$ cat src/design/tvf_pkg.sv
// Shared types and constants for the voxel fusion block.
`default_nettype none
package tvf_pkg;

   typedef enum logic [1:0] {
      KIND_INTEGRATE = 2'd0,
      KIND_MARK_FREE = 2'd1,
      KIND_PURGE     = 2'd2,
      KIND_UNUSED    = 2'd3
   } kind_type;

   localparam int DIST_W   = 28;
   localparam int WEIGHT_W = 32;
   localparam int FREE_W   = 16;
   localparam int COORD_W  = 6;

   localparam logic [DIST_W-1:0]   PURGE_DISTANCE = 28'd65536000;
   localparam logic [WEIGHT_W-1:0] WEIGHT_TOP     = 32'hFFFF_FFFF;
   localparam logic [FREE_W-1:0]   FREE_TOP       = 16'hFFFF;

   // Operation handed from the front end to the back end.
   typedef struct packed {
      kind_type                  kind;
      logic [COORD_W-1:0]        x;
      logic [COORD_W-1:0]        y;
      logic [COORD_W-1:0]        z;
      logic signed [DIST_W-1:0]  sdist;
   } op_type;

endpackage
`default_nettype wire

$ cat src/design/tvf_front.sv
// Front end: accepts transactions, drops out-of-grid and unused kinds, queues the rest.
`default_nettype none
module tvf_front #(
   parameter int GRID_X = 64,
   parameter int GRID_Y = 64,
   parameter int GRID_Z = 64
) (
   input  wire logic            clock,
   input  wire logic            reset,
   input  wire logic            in_valid,
   output logic                 in_ready,
   input  wire tvf_pkg::op_type in_op,
   output logic                 op_valid,
   input  wire logic            op_ready,
   output tvf_pkg::op_type      op_data
);

   localparam int DEPTH = 4;

   tvf_pkg::op_type fifo_ff [DEPTH];
   logic [1:0] wr_ptr_ff, rd_ptr_ff;
   logic [2:0] count_ff;
   logic       keep, push, pop;

   // Keep integrate/mark-free inside the grid and purge; drop everything else.
   always_comb begin
      keep = 1'b0;
      unique case (in_op.kind)
         tvf_pkg::KIND_PURGE:
            keep = 1'b1;
         tvf_pkg::KIND_INTEGRATE, tvf_pkg::KIND_MARK_FREE:
            keep = (32'(in_op.x) < 32'(GRID_X)) && (32'(in_op.y) < 32'(GRID_Y))
                && (32'(in_op.z) < 32'(GRID_Z));
         default:
            keep = 1'b0;
      endcase
   end

   assign in_ready = (count_ff != 3'(DEPTH));
   assign push     = in_valid && in_ready && keep;
   assign op_valid = (count_ff != 3'd0);
   assign pop      = op_valid && op_ready;
   assign op_data  = fifo_ff[rd_ptr_ff];

   // Small op queue between front and back end
   always_ff @(posedge clock) begin
      if (reset) begin
         wr_ptr_ff <= '0;
         rd_ptr_ff <= '0;
         count_ff  <= '0;
      end else begin
         if (push) wr_ptr_ff <= wr_ptr_ff + 2'd1;
         if (pop)  rd_ptr_ff <= rd_ptr_ff + 2'd1;
         count_ff <= count_ff + 3'(push) - 3'(pop);
      end
      if (push) fifo_ff[wr_ptr_ff] <= in_op;
   end

endmodule
`default_nettype wire

$ cat config.mk
export PLATFORM = sky130hd
export DESIGN_NAME = tvf_front
export DESIGN_NICKNAME = d
export VERILOG_FILES = /design/src/design/tvf_pkg.sv /design/src/design/tvf_front.sv
export SDC_FILE = /design/constraint.sdc
export NUM_CORES = 1
export LEC_CHECK = 0
export BUFFER_PORTS_ARGS = -buffer_cell sky130_fd_sc_hd__buf_2
export CAP_MARGIN = 0
export CORE_MARGIN = 1.5
export CORE_UTILIZATION = 38
export CTS_CLUSTER_SIZE = 8
export DETAILED_ROUTE_END_ITERATION = 10
export PLACE_DENSITY_LB_ADDON = 0.25
export SETUP_SLACK_MARGIN = 0.4
export SYNTH_ARGS = -nofsm -noshare
export SYNTH_HDL_FRONTEND = slang
export SYNTH_SLANG_ARGS = --single-unit
$ cat constraint.sdc
create_clock -name clock -period 3.14 [get_ports clock]
set_input_delay 0.314 -clock clock [delete_from_list [all_inputs] [get_ports clock]]
set_output_delay 0.314 -clock clock [all_outputs]
set_load 0.05 [all_outputs]
==> run metrics <==
RSZ-0062 raised after global routing no; Tot GR Track Use 13.46%; post-route ant nets 0; clock period minus worst slack 2.523 ns; max-cap violations 0; io pins 102; Synth area leaders edfxtp_1 78%, mux4_2 15%, dfxtp_1 2.4%, ha_1 1.0%, buf_6 0.46%; largest net degree at the start of global routing 26; first-pass GRT wire length 20.41 mm; part of the Yosys area used for sequential elements 80.18%; Worst path max stage delay 0.82 ns; Tightest Hold Check Type input pin to flip-flop; GR Layer Usage met3 2.918%; vias in the first global route 3820; setup bufs post-CTS 0; post-detail-place hpwl 7.719 mm; Setup Crit Path Kind flip-flop to primary output; Die Ht 142.7 um; # DRC 0; Psw 2673 uW; final worst slack 0.6172 ns; CP top delay family flip-flops; Final #Nets 511; final core utilization 49.46%; Synth Register Bits 201; global routing's busiest layer met2; Sw Share 32.07%; gpl congestion 0.6720; Initial Util 39.25%; pre-CTS setup slack 0.7637 ns; Syn Inst Count 300; Syn Nets 359; Worst-path clk slew 0.05 ns; Setup crit end kind primary output; power per cell area 892.1 nW/um2; Root Driver clkbuf_16; die area 20360 um2; hold slack 0.02354 ns; status completed; clk sink count 201; RR Endpoint count_ff[2]; H-tree levels 1; distinct cell type count after synthesis 24; met2 usage 22.51%; hold depth 1; Final period util 80.34%; largest fanout on the critical path 25; violation count after the first detailed-route iteration 135; Min-Delay Endpoint fifo_ff[2][20]; layout cells sized above 1 42.11%; CP Data Required Time 2.83 ns; maximum VDD drop 0.3981 mV; register share of total power 39.5%; Syn. warnings 0; RR Startpoint count_ff[1]; Bufs on Longest Clock Path 3; row count 50; Worst Max-Slew Pin Slew 0.7596 ns; reg2reg setup slack 0.77 ns; clock share of power 32.9%; GRT Residual Overflow 0; Worst-Skew Late Latency 0.51 ns; CTS tree yes; crit path cell chain buf_12 -> mux4_2 -> buf_2; Vias per Instance 4.698; top cell type's share of synthesized area 77.75%; Fillers 1587; 1st-pass router iterations 4; fmax 0.3964 GHz; Avg Inst Size Synth 24.72 um2; Mapped Area 7416 um2; core area 18890 um2; met1 usage 17.63%; P&R area growth vs syn 26.00%; wire per inst 17.98 um; area leader, netlist edfxtp_1; I/O Buffers 101; Area after DPL 8314 um2; final slew viol count 0; setup TNS 0 ns; Clock Skew 0.01454 ns; combinational power share 27.5%; Startpoint Class flip-flop; Die X 142.7 um; Vias 3453; critical path data arrival time 2.21 ns; CTS buffer count 29; Hold Fails Final Rpt 0; CP Buf/Inv Count 2; Worst Hold Launch in_op[20]; Slowest-stage cell, CP dfxtp_2; number of inserted diodes 0; P_leak 0.003168 uW; Final Setup Violations 0; fin area 9344 um2; initial antenna violation count 0; Slew HR 49.36%; Post-Route WL 13.22 mm; P_int 5662 uW; Register-to-Register Path Depth 10
[sequential cells by signal, summed over array words and instances (netlist names), named ones only]
name	count
wr_ptr_ff	2
count_ff	3
rd_ptr_ff	2
fifo_ff	192
[worst max path at each step]
stage                 from             to  cells past startpoint  slack (ns)
2_1_floorplan  count_ff[1]  fifo_ff[0][0]                      3        0.71
3_3_place_gp     in_op[46]    count_ff[2]                     10        0.83
3_5_place_dp     in_op[46]    count_ff[2]                     10        0.76
4_1_cts          flip-flop    op_data[47]                      3        0.54
5_1_grt          flip-flop    op_data[47]                      3        0.49
6_report         flip-flop     op_data[0]                      3        0.62
[power by group through the flow]
stage	sequential (uW)	clock, uW	combinational [uW]
after floorplan	3280	0	1860
after global placement	3340	0	2310
after detailed placement	3350	0	2320
after CTS	3300	2820	2350
after global routing	3320	2940	2420
final	3300	2740	2300
[cell usage after synthesis]
cell / number
o311ai_0: 1
mux2_4: 1
and2_1: 4
buf_4: 2
a221oi_4: 1
nand2b_1: 2
mux4_2: 48
inv_1: 7
clkbuf_1: 3
mux2i_1: 1
or3_1: 1
edfxtp_1: 192
nor2_2: 1
o31a_1: 1
buf_2: 3
nand2_1: 1
buf_6: 3
dfxtp_1: 9
xor2_1: 1
fa_1: 1
nor2b_1: 2
nor2_1: 6
ha_1: 6
xnor2_1: 3
[per-layer routing]
layer	wire length, um	up-vias
met5	0	-
met4	179	0
met3	710	15
met2	6590	97
met1	5738	1773
li1	-	1568
[cells by family (layout without fill, tap and decap cells)]
logic type,count (synthesis),after routing,synth area share (%)
AO/OA/AOI/OAI,3,3,0.5906
adder cells (fa/ha/maj),7,7,1.282
AND/OR/NAND/NOR,17,17,1.198
buffers and inverters,18,193,1.367
multiplexers,50,50,14.91
flip-flops,201,201,80.18
XOR/XNOR,4,4,0.4725
[layout make-up]
cell class                      instances  area (um2)  share of cell area, %
Tap cell                              260       325.3                  3.482
Multi-Input combinational cell         81        1374                  14.70
Clock buffer                           52       812.0                  8.690
Clock inverter                          2       17.52                 0.1875
Sequential cell                       201        5951                  63.69
Timing Repair Buffer                  132       838.3                  8.972
Inverter                                7       26.28                 0.2812
[worst register-to-register path, delay by kind of cell, from the launching register on]
kind	cells	cell delay (ns)
xor gates and xnor gates	2	0.33
AOI/OAI and AO/OA	1	0.38
and+or+nand+nor	2	0.15
adders and majority gates	3	0.84
buffers and inverters	2	0.12
DFF	1	0.43
[stage by stage]
stage	std cells	total power [uW]
6_report	735	8335
5_1_grt	735	8677
4_1_cts	735	8471
3_5_place_dp	661	5676
3_3_place_gp	661	5651
2_1_floorplan	300	5140
[cell usage in the layout (no fill, tap or decap), types with 2 or more instances in the layout]
cell type / n
mux4_2: 48
clkbuf_16: 29
buf_2: 101
edfxtp_1: 192
and2_2: 4
buf_12: 4
nor2b_1: 2
clkbuf_1: 23
buf_4: 7
dlygate4sd3_1: 20
ha_1: 6
nand2b_1: 2
xnor2_1: 3
dfxtp_1: 7
nor2_1: 6
inv_1: 7
[what timing repair did]
item                      4_1_cts  5_1_grt
resized for setup               0        0
hold buffers                   20        0
hold endpoints to repair       75        0
Power figures use the tool's default switching activity.
